==> src/design/cmosrtc_pkg.sv <==
`timescale 1ns / 1ps
// Shared types, constants and helper functions for the CMOS clock register file.
package cmosrtc_pkg;

	// RAM geometry
	localparam int RAM_DEPTH = 256;
	localparam int RAM_AW    = $clog2(RAM_DEPTH);

	// Stream widths
	localparam int IN_TDATA_W  = 48;
	localparam int IN_TUSER_W  = 2;
	localparam int OUT_TDATA_W = 8;

	// Configuration port
	localparam int CFG_AW = 3;
	localparam int CFG_DW = 32;
	localparam logic CFG_KIND = 1'b0;
	localparam logic CFG_FOLD = 1'b1;

	// Access kinds carried on tuser
	localparam logic [1:0] OP_SET_ADDR = 2'd0;
	localparam logic [1:0] OP_WRITE    = 2'd1;
	localparam logic [1:0] OP_READ     = 2'd2;

	// Register map
	localparam logic [7:0] ADDR_SEC  = 8'd0;
	localparam logic [7:0] ADDR_MIN  = 8'd2;
	localparam logic [7:0] ADDR_HOUR = 8'd4;
	localparam logic [7:0] ADDR_WDAY = 8'd6;
	localparam logic [7:0] ADDR_DAY  = 8'd7;
	localparam logic [7:0] ADDR_MON  = 8'd8;
	localparam logic [7:0] ADDR_YEAR = 8'd9;
	localparam logic [7:0] ADDR_REGA = 8'd10;
	localparam logic [7:0] ADDR_REGB = 8'd11;
	localparam logic [7:0] ADDR_REGC = 8'd12;
	localparam logic [7:0] ADDR_REGD = 8'd13;

	// Addresses 0, 2, 4, 6, 7, 8, 9 and 12 sample the host time
	localparam logic [31:0] TIME_REG_MASK = 32'h0000_13D5;

	localparam logic [7:0] REGA_FIXED  = 8'h20;
	localparam logic [7:0] REGC_UF     = 8'h10;
	localparam logic [7:0] REGD_FIXED  = 8'h80;
	localparam logic [7:0] FOLD_MASK   = 8'h3F;

	// Controller to datapath commands
	typedef struct packed {
		logic take;      // an input transaction completes this cycle
		logic load_out;  // compose the read result into the output register
	} ctl_cmd_t;

	// One unpacked input item
	typedef struct packed {
		logic [1:0] operation;
		logic [7:0] data;
		logic       refresh_due;
		logic [5:0] now_second;
		logic [5:0] now_minute;
		logic [4:0] now_hour;
		logic [2:0] now_weekday;
		logic [4:0] now_day;
		logic [3:0] now_month;
		logic [6:0] now_year;
	} in_item_t;

	function automatic logic is_time_reg(input logic [7:0] addr);
		logic res;
		res = (addr < 8'd32) && TIME_REG_MASK[addr[4:0]];
		return res;
	endfunction

	// Two BCD digits; tens by reciprocal multiply (exact below 1029), then mod 10
	function automatic logic [7:0] to_bcd(input logic [6:0] v);
		logic [14:0] prod;
		logic [3:0]  tens;
		logic [3:0]  tens_m;
		logic [6:0]  ones;
		prod   = 15'(v) * 15'd205;
		tens   = prod[14:11];
		ones   = v - 7'(7'(tens) * 7'd10);
		tens_m = (tens >= 4'd10) ? tens - 4'd10 : tens;
		return {tens_m, ones[3:0]};
	endfunction

	function automatic logic [7:0] time_code(input logic [6:0] v, input logic binary);
		logic [7:0] res;
		res = binary ? {1'b0, v} : to_bcd(v);
		return res;
	endfunction

	function automatic logic [6:0] year_mod100(input logic [6:0] y);
		logic [6:0] res;
		res = (y >= 7'd100) ? y - 7'd100 : y;
		return res;
	endfunction

	// 1 + ((weekday + 8 - kind) mod 7); the sum stays within 5..15
	function automatic logic [7:0] weekday_code(input logic [2:0] wd, input logic [1:0] kind);
		logic [3:0] x;
		logic [3:0] m;
		x = {1'b0, wd} + 4'd8 - {2'b00, kind};
		if (x >= 4'd14) begin
			m = x - 4'd14;
		end else if (x >= 4'd7) begin
			m = x - 4'd7;
		end else begin
			m = x;
		end
		return {5'b0, m[2:0]} + 8'd1;
	endfunction

endpackage

==> src/design/cmosrtc_ctrl.sv <==
`timescale 1ns / 1ps
// Controller: sequences each access and owns the output valid flag.
module cmosrtc_ctrl (
	input  logic                  clk,
	input  logic                  arst_n,
	input  logic                  s_tvalid,
	output logic                  s_tready,
	input  logic [1:0]            operation,
	output logic                  m_tvalid,
	input  logic                  m_tready,
	output cmosrtc_pkg::ctl_cmd_t cmd
);
	import cmosrtc_pkg::*;

	localparam logic ST_IDLE = 1'b0;
	localparam logic ST_RD   = 1'b1;

	logic state_q;
	logic state_d;
	logic out_valid_q;
	logic out_free;

	assign out_free     = !out_valid_q || m_tready;
	assign s_tready     = (state_q == ST_IDLE);
	assign m_tvalid     = out_valid_q;
	assign cmd.take     = s_tvalid && s_tready;
	assign cmd.load_out = (state_q == ST_RD) && out_free;

	// Next state
	always_comb begin
		state_d = state_q;
		unique case (state_q)
			ST_IDLE: begin
				if (cmd.take && operation == OP_READ) begin
					state_d = ST_RD;
				end
			end
			ST_RD: begin
				if (out_free) begin
					state_d = ST_IDLE;
				end
			end
			default: state_d = ST_IDLE;
		endcase
	end

	always_ff @(posedge clk or negedge arst_n) begin
		if (!arst_n) begin
			state_q <= ST_IDLE;
		end else begin
			state_q <= state_d;
		end
	end

	// Output register occupancy
	always_ff @(posedge clk or negedge arst_n) begin
		if (!arst_n) begin
			out_valid_q <= 1'b0;
		end else if (cmd.load_out) begin
			out_valid_q <= 1'b1;
		end else if (m_tready) begin
			out_valid_q <= 1'b0;
		end
	end

`ifndef SYNTHESIS
	a_read_goes_rd: assert property (@(posedge clk) disable iff (!arst_n)
		(cmd.take && operation == OP_READ) |=> (state_q == ST_RD))
		else $error("read transaction did not enter the read state");
	a_load_sets_valid: assert property (@(posedge clk) disable iff (!arst_n)
		cmd.load_out |=> out_valid_q)
		else $error("loaded result not presented");
	a_no_overwrite: assert property (@(posedge clk) disable iff (!arst_n)
		(out_valid_q && !m_tready) |-> !cmd.load_out)
		else $error("pending result overwritten");
`endif

endmodule

==> src/design/cmosrtc_dpath.sv <==
`timescale 1ns / 1ps
// Datapath: address latch, CMOS RAM, time snapshot, flags and read mux.
module cmosrtc_dpath (
	input  logic                  clk,
	input  logic                  arst_n,
	input  cmosrtc_pkg::ctl_cmd_t cmd,
	input  cmosrtc_pkg::in_item_t item,
	input  logic [1:0]            cmos_kind,
	input  logic                  fold_to_64,
	output logic [7:0]            read_data
);
	import cmosrtc_pkg::*;

	logic [7:0]         ram_q [RAM_DEPTH];
	logic [RAM_DEPTH-1:0] ram_vld_q;
	logic [7:0]         reg_address_q;
	logic [3:0]         rega_low_q;
	logic               regb_bin_q;
	logic [5:0]         snap_second_q;
	logic [5:0]         snap_minute_q;
	logic [4:0]         snap_hour_q;
	logic [2:0]         snap_weekday_q;
	logic [4:0]         snap_day_q;
	logic [3:0]         snap_month_q;
	logic [6:0]         snap_year_q;
	logic [5:0]         last_second_q;
	logic               update_flag_q;
	logic               snap_valid_q;
	logic [7:0]         rd_addr_s1;
	logic [7:0]         rd_data_s1;
	logic               rd_vld_s1;
	logic               rd_flag_s1;
	logic [7:0]         read_data_q;

	logic [7:0]        addr;
	logic [RAM_AW-1:0] idx;
	logic              do_write;
	logic              do_read;
	logic              refresh;
	logic              flag_set;
	logic              flag_now;
	logic [7:0]        result;

	assign addr     = fold_to_64 ? (reg_address_q & FOLD_MASK) : reg_address_q;
	assign idx      = addr[RAM_AW-1:0];
	assign do_write = cmd.take && item.operation == OP_WRITE;
	assign do_read  = cmd.take && item.operation == OP_READ;
	assign refresh  = is_time_reg(addr) && (!snap_valid_q || item.refresh_due);
	assign flag_set = refresh && (item.now_second != last_second_q);
	assign flag_now = update_flag_q || flag_set;
	assign read_data = read_data_q;

	// RAM array: one write or one read per transaction
	always_ff @(posedge clk) begin
		if (do_write) begin
			ram_q[idx] <= item.data;
		end
		if (do_read) begin
			rd_data_s1 <= ram_q[idx];
			rd_addr_s1 <= addr;
			rd_flag_s1 <= flag_now;
		end
	end

	// Entry valid bits stand in for the clear at reset
	always_ff @(posedge clk or negedge arst_n) begin
		if (!arst_n) begin
			ram_vld_q <= '0;
			rd_vld_s1 <= 1'b0;
		end else begin
			if (do_write) begin
				ram_vld_q[idx] <= 1'b1;
			end
			if (do_read) begin
				rd_vld_s1 <= ram_vld_q[idx];
			end
		end
	end

	// Address latch and copies of the control bits of registers A and B
	always_ff @(posedge clk or negedge arst_n) begin
		if (!arst_n) begin
			reg_address_q <= '0;
			rega_low_q    <= '0;
			regb_bin_q    <= 1'b0;
		end else if (cmd.take) begin
			unique case (item.operation)
				OP_SET_ADDR: reg_address_q <= item.data;
				OP_WRITE: begin
					if (idx == RAM_AW'(ADDR_REGA)) begin
						rega_low_q <= item.data[3:0];
					end
					if (idx == RAM_AW'(ADDR_REGB)) begin
						regb_bin_q <= item.data[2];
					end
				end
				default: ;
			endcase
		end
	end

	// Time snapshot and update-ended flag
	always_ff @(posedge clk or negedge arst_n) begin
		if (!arst_n) begin
			snap_second_q  <= '0;
			snap_minute_q  <= '0;
			snap_hour_q    <= '0;
			snap_weekday_q <= '0;
			snap_day_q     <= '0;
			snap_month_q   <= 4'd1;
			snap_year_q    <= '0;
			last_second_q  <= '0;
			update_flag_q  <= 1'b0;
			snap_valid_q   <= 1'b0;
		end else if (do_read) begin
			if (refresh) begin
				snap_valid_q   <= 1'b1;
				snap_second_q  <= item.now_second;
				snap_minute_q  <= item.now_minute;
				snap_hour_q    <= item.now_hour;
				snap_weekday_q <= item.now_weekday;
				snap_day_q     <= item.now_day;
				snap_month_q   <= item.now_month;
				snap_year_q    <= item.now_year;
			end
			if (flag_set) begin
				last_second_q <= item.now_second;
			end
			// reading register C hands the flag over and clears it
			update_flag_q <= (addr == ADDR_REGC) ? 1'b0 : flag_now;
		end
	end

	// Read mux
	always_comb begin
		unique case (rd_addr_s1)
			ADDR_SEC:  result = time_code({1'b0, snap_second_q}, regb_bin_q);
			ADDR_MIN:  result = time_code({1'b0, snap_minute_q}, regb_bin_q);
			ADDR_HOUR: result = time_code({2'b0, snap_hour_q}, regb_bin_q);
			ADDR_WDAY: result = weekday_code(snap_weekday_q, cmos_kind);
			ADDR_DAY:  result = time_code({2'b0, snap_day_q}, regb_bin_q);
			ADDR_MON:  result = time_code({3'b0, snap_month_q}, regb_bin_q);
			ADDR_YEAR: result = time_code(year_mod100(snap_year_q), regb_bin_q);
			ADDR_REGA: result = REGA_FIXED | {4'b0, rega_low_q};
			ADDR_REGB: result = {5'b0, regb_bin_q, 2'b10};
			ADDR_REGC: result = rd_flag_s1 ? REGC_UF : 8'h00;
			ADDR_REGD: result = REGD_FIXED;
			default:   result = rd_vld_s1 ? rd_data_s1 : 8'h00;
		endcase
	end

	always_ff @(posedge clk) begin
		if (cmd.load_out) begin
			read_data_q <= result;
		end
	end

`ifndef SYNTHESIS
	a_regc_clears: assert property (@(posedge clk) disable iff (!arst_n)
		(do_read && addr == ADDR_REGC) |=> !update_flag_q)
		else $error("update flag survived a register C read");
	a_refresh_valid: assert property (@(posedge clk) disable iff (!arst_n)
		(do_read && refresh) |=> (snap_valid_q && snap_second_q == last_second_q))
		else $error("snapshot and last second disagree after refresh");
	a_write_marks: assert property (@(posedge clk) disable iff (!arst_n)
		do_write |=> ram_vld_q[$past(idx)])
		else $error("written entry not marked valid");
`endif

endmodule

==> src/design/cmos_rtc_register_file_top.sv <==
`timescale 1ns / 1ps
// Top level of the CMOS clock register file: stream ports, APB registers, submodules.
//
// Usage:
//   Input stream s_*: one bus access per transaction. s_tuser carries the access
//   kind (set address, write, read); s_tdata carries the byte and the host time.
//   Output stream m_*: one byte per read access, none for other kinds.
//   APB port: register 0 (byte 0) is the chip type code, register 1 (byte 4)
//   selects 64-byte address folding. Write only while no access is in flight.
// Timing:
//   Set-address and write accesses are taken while no read is pending; a new one can
//   follow every cycle then. On a read, the accept edge registers the RAM byte and
//   the read address; the read state then waits for a free output register and
//   builds the result into it, which raises m_tvalid. No access is taken while a
//   read sits in the read state, so a read is loaded before the next access is taken.
// Reset:
//   arst_n clears the address latch, the snapshot, the flags and every RAM
//   entry's valid bit at once, so the RAM reads as zero right after reset.
// Stall:
//   While m_tready is low a pending result holds; a following read waits in the
//   read state and s_tready stays low until the result register frees up.
module cmos_rtc_register_file_top (
	input  logic                                clk,
	input  logic                                arst_n,
	input  logic                                s_tvalid,
	output logic                                s_tready,
	// [7:0] data, [8] refresh_due, [14:9] now_second, [20:15] now_minute,
	// [25:21] now_hour, [28:26] now_weekday, [33:29] now_day,
	// [37:34] now_month, [44:38] now_year, [47:45] zero
	input  logic [cmosrtc_pkg::IN_TDATA_W-1:0]  s_tdata,
	// [1:0] operation
	input  logic [cmosrtc_pkg::IN_TUSER_W-1:0]  s_tuser,
	output logic                                m_tvalid,
	input  logic                                m_tready,
	// [7:0] read_data
	output logic [cmosrtc_pkg::OUT_TDATA_W-1:0] m_tdata,
	input  logic                                psel,
	input  logic                                penable,
	input  logic                                pwrite,
	input  logic [cmosrtc_pkg::CFG_AW-1:0]      paddr,
	input  logic [cmosrtc_pkg::CFG_DW-1:0]      pwdata,
	output logic [cmosrtc_pkg::CFG_DW-1:0]      prdata,
	output logic                                pready
);
	import cmosrtc_pkg::*;

	logic [1:0] cmos_kind_q;
	logic       fold_to_64_q;
	logic       cfg_wr;
	ctl_cmd_t   cmd;
	in_item_t   item;

	// Unpack the input transaction
	assign item.operation   = s_tuser;
	assign item.data        = s_tdata[7:0];
	assign item.refresh_due = s_tdata[8];
	assign item.now_second  = s_tdata[14:9];
	assign item.now_minute  = s_tdata[20:15];
	assign item.now_hour    = s_tdata[25:21];
	assign item.now_weekday = s_tdata[28:26];
	assign item.now_day     = s_tdata[33:29];
	assign item.now_month   = s_tdata[37:34];
	assign item.now_year    = s_tdata[44:38];

	// APB configuration registers
	assign pready = 1'b1;
	assign cfg_wr = psel && penable && pwrite && pready;

	always_ff @(posedge clk or negedge arst_n) begin
		if (!arst_n) begin
			cmos_kind_q  <= '0;
			fold_to_64_q <= 1'b0;
		end else if (cfg_wr) begin
			unique case (paddr[2])
				CFG_KIND: cmos_kind_q  <= pwdata[1:0];
				CFG_FOLD: fold_to_64_q <= pwdata[0];
				default: ;
			endcase
		end
	end

	always_comb begin
		unique case (paddr[2])
			CFG_KIND: prdata = {{(CFG_DW-2){1'b0}}, cmos_kind_q};
			CFG_FOLD: prdata = {{(CFG_DW-1){1'b0}}, fold_to_64_q};
			default:  prdata = '0;
		endcase
	end

	cmosrtc_ctrl u_ctrl (
		.clk       (clk),
		.arst_n    (arst_n),
		.s_tvalid  (s_tvalid),
		.s_tready  (s_tready),
		.operation (s_tuser),
		.m_tvalid  (m_tvalid),
		.m_tready  (m_tready),
		.cmd       (cmd)
	);

	cmosrtc_dpath u_dpath (
		.clk        (clk),
		.arst_n     (arst_n),
		.cmd        (cmd),
		.item       (item),
		.cmos_kind  (cmos_kind_q),
		.fold_to_64 (fold_to_64_q),
		.read_data  (m_tdata)
	);

endmodule

==> config.mk <==
export PLATFORM = sky130hd
export DESIGN_NAME = cmos_rtc_register_file_top
export DESIGN_NICKNAME = d
export VERILOG_FILES = /design/src/design/cmosrtc_pkg.sv /design/src/design/cmosrtc_ctrl.sv /design/src/design/cmosrtc_dpath.sv /design/src/design/cmos_rtc_register_file_top.sv
export SDC_FILE = /design/constraint.sdc
export NUM_CORES = 2
export LEC_CHECK = 0
export ABC_AREA = 1
export BUFFER_PORTS_ARGS = -buffer_cell sky130_fd_sc_hd__clkbuf_2
export CORE_MARGIN = 4
export CORE_UTILIZATION = 55
export CTS_CLUSTER_DIAMETER = 100
export DETAILED_ROUTE_END_ITERATION = 7
export HOLD_SLACK_MARGIN = 0.03
export PLACE_DENSITY = 0.75
export SYNTH_ARGS = -nofsm -noshare
export SYNTH_HDL_FRONTEND = slang
export SYNTH_SLANG_ARGS = --single-unit
==> constraint.sdc <==
create_clock -name clk -period 7 [get_ports clk]
set_clock_uncertainty 0.1 [all_clocks]
set_input_delay 0.7 -clock clk [delete_from_list [all_inputs] [get_ports clk]]
set_output_delay 0.7 -clock clk [all_outputs]
set_load 0.01 [all_outputs]
[Word-level counts from Yosys, hierarchy flattened]
Memory sizes are Yosys's and may differ from the RTL's. A register that Yosys moved wholly into a read port is not among the register bits.
Cells that the tools add are included.
Operators by class
  add/sub/neg operators: 17
  multiply operators: 12
  $lt $le $gt $ge: 12
  equality and inequality tests: 16
  multiplexer cells: 33
  bitwise logic cells: 3
  reductions and logical operators: 25
Operator list (count)
  $or 256x256->256: 1
  $pmux 8 s11: 1
  $eq 8x4->1 const B: 9
  $pmux 32 s2: 1
  $mux 8: 7
  $mul 6x8->14 const B: 2
  $mul 5x8->13 const B: 2
  $eq 8x3->1 const B: 3
  $sub 4x4->4: 6
  $mux 4: 5
  $mul 7x8->15 const B: 1
  $mul 4x8->12 const B: 1
  $logic_and 1x1->1: 10
  $mux 1: 10
  $mux 5: 2
  $reduce_and 2->1: 5
  $lt 8x9->1 const B: 1
  $mux 3: 3
  $bmux 1 s8: 1
  $demux 1 s8: 1
  $eq 8x2->1 const B: 1
  $ge 2x4->1 const B: 2
  $ge 3x4->1 const B: 2
  $ge 4x4->1 const B: 2
  29 further kinds: 39
Storage, ports and cells
  register bits after elaboration: 336
  bits in writable memories: 2048
  memory bits (read-only): 32
  input bits: 92
  output and inout bits: 43
  memories: 2
Memories
  u_dpath.ram_q: depth 256, width 8, rd ports 1, clocked after memory_dff 1, write ports 1, line cmosrtc_dpath.sv:14  | logic [7:0] ram_q [RAM_DEPTH];
  (no name shown): depth 32, width 1, rd ports 1, clocked after memory_dff 0, write ports 0, line cmosrtc_pkg.sv:68  | res = (addr < 8'd32) && TIME_REG_MASK[addr[4:0]];

[Longest topological paths before layout]
  depth after elaboration: 8
  depth in mapped cells: 34

[Cells and area by module]
A second synthesis with hierarchy kept.
Second synthesis, totals
  cells, all modules: 6790
  area total of the unflattened synthesis: 95967.0 sq um
Modules (own cells, without submodules)
  cmosrtc_dpath: times used 1, cells an instance 6720, area an instance 95457.8 sq um, sequential area each 70108.5 sq um
  cmos_rtc_register_file_top: times used 1, cells an instance 56, area an instance 409.1 sq um, sequential area each 75.1 sq um
  cmosrtc_ctrl: times used 1, cells an instance 14, area an instance 100.1 sq um, sequential area each 50.0 sq um

[Worst setup path after synthesis]
Ideal clock, no wire load.
  kind: reg-to-reg
  start point: register u_dpath.snap_year_q[3]
  end point: register u_dpath.read_data_q[2], in the netlist u_dpath.read_data[2], data pin
  library setup time: 0.282 ns
  data arrival time: 4.993 ns
  slack: 1.626 ns
  cell stages (with the launch flop): 29
  clock period less this slack: 5.374 ns
  path through: dfrtp_1 > inv_1 > ha_1 > inv_1 > nor2_1 > nand2_1 > nand2_1 > nand2_1 > nor2_1 > xor2_1 > ha_1 > inv_1 > fa_1 > inv_1 > ha_1 > inv_1 > fa_1 > inv_1 > ha_1 > a21oi_1 > o21ai_0 > a211oi_1 > nand3_1 > nand2_1 > inv_1 > fa_1 > nor3_1 > a2111oi_0 > o2111ai_1
Between the ends
  word-level cells in the longest chain between the ends: 7
  elaborated cells on any way between the ends: 8
  those cells by class: 2 x add/sub; 2 x mul; 1 x order compare; 3 x mux
Ends and longest elaborated chain
  start, declared: line cmosrtc_dpath.sv:25  | logic [6:0] snap_year_q;
  start signal, assigned: line cmosrtc_dpath.sv:124  | snap_year_q <= item.now_year;
  $sub 7x7->7 or $ge 7x7->1 (tied branches): line cmosrtc_pkg.sv:93  | res = (y >= 7'd100) ? y - 7'd100 : y;
  $mux 7 *: line cmosrtc_pkg.sv:93
  $mul 7x8->15: line cmosrtc_pkg.sv:78  | prod = 15'(v) * 15'd205;
  $mul 4x3->3: line cmosrtc_pkg.sv:80  | ones = v - 7'(7'(tens) * 7'd10);
  $sub 4x4->4: line cmosrtc_pkg.sv:80
  $mux 8 *: line cmosrtc_pkg.sv:87  | res = binary ? {1'b0, v} : to_bcd(v);
  $pmux 8 s11 *: line cmosrtc_dpath.sv:136  | unique case (rd_addr_s1)
  net u_dpath.result[2]: line cmosrtc_dpath.sv:42  | logic [7:0] result;
  end signal, assigned: line cmosrtc_dpath.sv:154  | read_data_q <= result;
  end, declared: line cmosrtc_dpath.sv:33  | logic [7:0] read_data_q;
The timed path passes the listed nets; every way through them passes the cells marked *.
A chain may end at the register's enable or synchronous reset.

[Worst setup path in the final report]
  start point: register u_dpath.snap_year_q[0]
  end point: register u_dpath.read_data_q[2], in the netlist u_dpath.read_data[2], data pin
The elaborated chain is that of the path after synthesis.

==> reports/results.ini <==
[status]
status=finished clean

[logic_synthesis]
synthTopCellsByCount=edfxtp_1 (2073), a22oi_1 (1098), nand2_1 (677)
synth_top_area_share_pct=65.2
synth-adder-area-share_pct=2.63
yosys.area_share.simple_pct=6.08
synthXorXnorAreaFrac_pct=0.193
synth_area_leaders=edfxtp_1 (65%), a22oi_1 (8.6%), dfrtp_1 (8.3%)
synth.distinct_cells=64
synth-compound-area-share_pct=13.9
synth_top_family_by_area=compound AO/OA/AOI/OAI gates
synth.yosys.warnings=0
synth_seq_cells=2392
async_reset_ff_share_pct=13.3
syn_inst=6612
seq_area_frac_synth_pct=73.5
synth_edf_count=2073
syn_area_sq_mm=0.0955
synth.most_common_cell=edfxtp_1
synth_top_area_cell=edfxtp_1
ys.flop_type=edfxtp_1
synthMuxAreaShare_pct=0.0105
avgSynthCellArea_sq_um=14.4

[route]
drt-total-wl_mm=257
vias=59700
wl_per_cell_microns=28.0
drc=0
firstDrtPassIters=6
drtIter0Drc=9106
postRouteAntennaNets=0
routed_via_density=6.52

[grt]
overflow=0
grt_start_max_net_pins=206
grt_pass1_wl_mm=375
antenna_found_initial=11
grt_pass1_vias=58100
gr-usage-all-layers_pct=27.9

[pwr]
p_int_mw=24.6
vdd_drop_max_uv=267
p_leak_nw=37.2
clkPwrFrac_pct=35.0
combPwrFrac_pct=19.5
seq_power_share_pct=45.4
p_sw_mw=10.1
switching_share_pct=29.1
powerDensity_mw_per_mm2=328

[timing]
final_hold_viol_count=0
rsz0062_at_grt=false
slew_violations=0
max_freq_mhz=163
relSlewSlack_pct=12.5
setup_tns_ns=0
setup_viol=0
fin_hold_ws_ns=0.146
setup_slack_ns=0.863
worst_slew_pin_slew_ns=1.28
period_needed_ns=6.14
finalCritPeriodShare_pct=87.7

[floorplanning]
coreArea_sq_mm=0.172
die-area_sq_mm=0.180
start_util_pct=55.5
design.portCount=135
dieWidth_microns=425
die_h_microns=425
rows=152

[clocking]
cts_tree=yes
clockBufferDepth=3
path_clk_slew_ns=0.07
htreeDepth=4
cts_made_buffers=221
root_buffer=clkbuf_16
clock_latency_ns=0.88
numClockSinks=2392

[critical_path]
r2r-start=u_dpath.snap_year_q[0]
critPathMostFrequentCell=inv_1
critPathMaxFanout=6
crit_start=u_dpath.snap_year_q[0]
setup.worst_path.class=reg2reg
slowest_stage=xor2_1
cp-start-kind=flop
crit_path_end_kind=flop
max_stage_delay_ns=0.53
crit_arrival_ns=6.63
cp.required_ns=7.50

[hold_path]
worstHoldStart=s_tuser[1]
hold_path.class=in2reg

[place]
gp_congestion=0.929
hpwl_mm=147
io_buffer_count=68
dp_worst_setup_slack_ns=0.842

[run]
cap_viol_max_count=0

[cells_and_area]
area_delta_synth_final_pct=10.7
fin_nets=6924
drive_gt1_share_pct=10.1

## path summary, 6_finish.rpt
| check | end | cells past startpoint | slack, ns |
|---|---|---|---|
| max in group asynchronous | u_dpath.ram_vld_q[229] | 3 | 4.96 |
| max | u_dpath.read_data[2] | 27 | 0.86 |
| min reg2reg | u_dpath.snap_valid_q | 2 | 0.36 |
| min in group asynchronous | u_dpath.last_second_q[1] | 2 | 0.31 |
| max reg2reg | u_dpath.read_data[2] | 27 | 0.86 |
| min | u_ctrl.state_q | 3 | 0.15 |
## metrics by stage
stage / power [mW] / std cells / cell area [sq um] / utilization, %
6_report: 34.7 / 9165 / 106000 / 61.4
5_1_grt: 36.0 / 9159 / 106000 / 61.4
4_1_cts: 34.7 / 9159 / 106000 / 61.4
3_5_place_dp: 22.7 / 8694 / 97900 / 56.9
3_3_place_gp: 22.6 / 8694 / 97900 / 56.9
2_1_floorplan: 20.3 / 6641 / 95600 / -
## routing by layer
layer  track usage, %  vias to the layer above  wire length [microns]
met3             7.08                      688                  30700
li1                 -                    25300                      -
met1             37.4                    29800                  94200
met4             13.4                        4                  12900
met5                0                        -                     20
met2             43.2                     3944                 119000
## sequential cells by signal, indices dropped and copies added, names as in the netlist, 2 cells and up
signal,flops
u_dpath.snap_year_q,7
u_dpath.snap_second_q,6
u_dpath.snap_weekday_q,3
u_dpath.reg_address_q,8
u_dpath.snap_day_q,5
u_dpath.rega_low_q,4
u_dpath.snap_hour_q,5
u_dpath.ram_vld_q,256
cmos_kind_q,2
u_dpath.snap_month_q,4
u_dpath.last_second_q,6
u_dpath.snap_minute_q,6
u_dpath.rd_addr_s1,8
u_dpath.read_data,8
u_dpath.ram_q,2048
u_dpath.rd_data_s1,8
## cells by family after synthesis
kind of cell | count (synthesis)
compound gates | 1888
xor+xnor | 21
fa+ha+maj | 183
buf+inv | 774
flops | 2392
mux | 1
other cells | 2
simple gates | 1351
## what timing repair did
action / in CTS / in global routing
hold buffers: 42 / 0
resized for setup: 0 / 0
hold endpoints to repair: 111 / 0
buffers inserted: 0 / 0
## layout make-up
cell class	count	area, sq um
clock inverters	124	1250
fillers	12200	66400
diodes	6	15.0
flip-flops and latches	2392	70200
repair buffers	214	1920
multi-input cells	3475	22000
well taps	2310	2890
inverters	345	1320
clock buffers	299	6110
## cell usage in the layout (no fill, tap or decap), drive strengths merged, types with 30 or more instances in the layout
master,synthesis,layout
edfxtp,2073,2073
a22oi,1101,1101
nand2,680,680
nor2,367,367
clkbuf,158,366
inv,332,342
dfrtp,318,318
a21oi,244,244
o21ai,207,207
ha,153,153
or2,135,135
a21boi,118,118
buf,271,105
clkinv,13,98
o221ai,77,77
nand4,55,55
dlygate4sd3,0,42
nand3,41,41
nor4,35,35
conb,2,31
fa,30,30
nor3,30,30
## worst max-delay path: cells and delay by family (launching register included)
kind / cells / cell delay (ns)
and+or+nand+nor: 8 / 0.79
adders and majority gates: 6 / 2.30
xor gates and xnor gates: 1 / 0.53
AOI/OAI and AO/OA: 5 / 1.18
buffers and inverters: 7 / 0.59
DFF: 1 / 0.40
## power by group through the flow
stage               sequential [mW]  clock [mW]  combinational, mW
floorplan                      16.0           0               4.26
global placement               16.1           0               6.56
detailed placement             16.1           0               6.63
CTS                            15.8        12.2               6.69
global route                   15.8        12.8               7.43
finish                         15.8        12.2               6.78
Note: power is estimated with default switching activity, not from simulation.
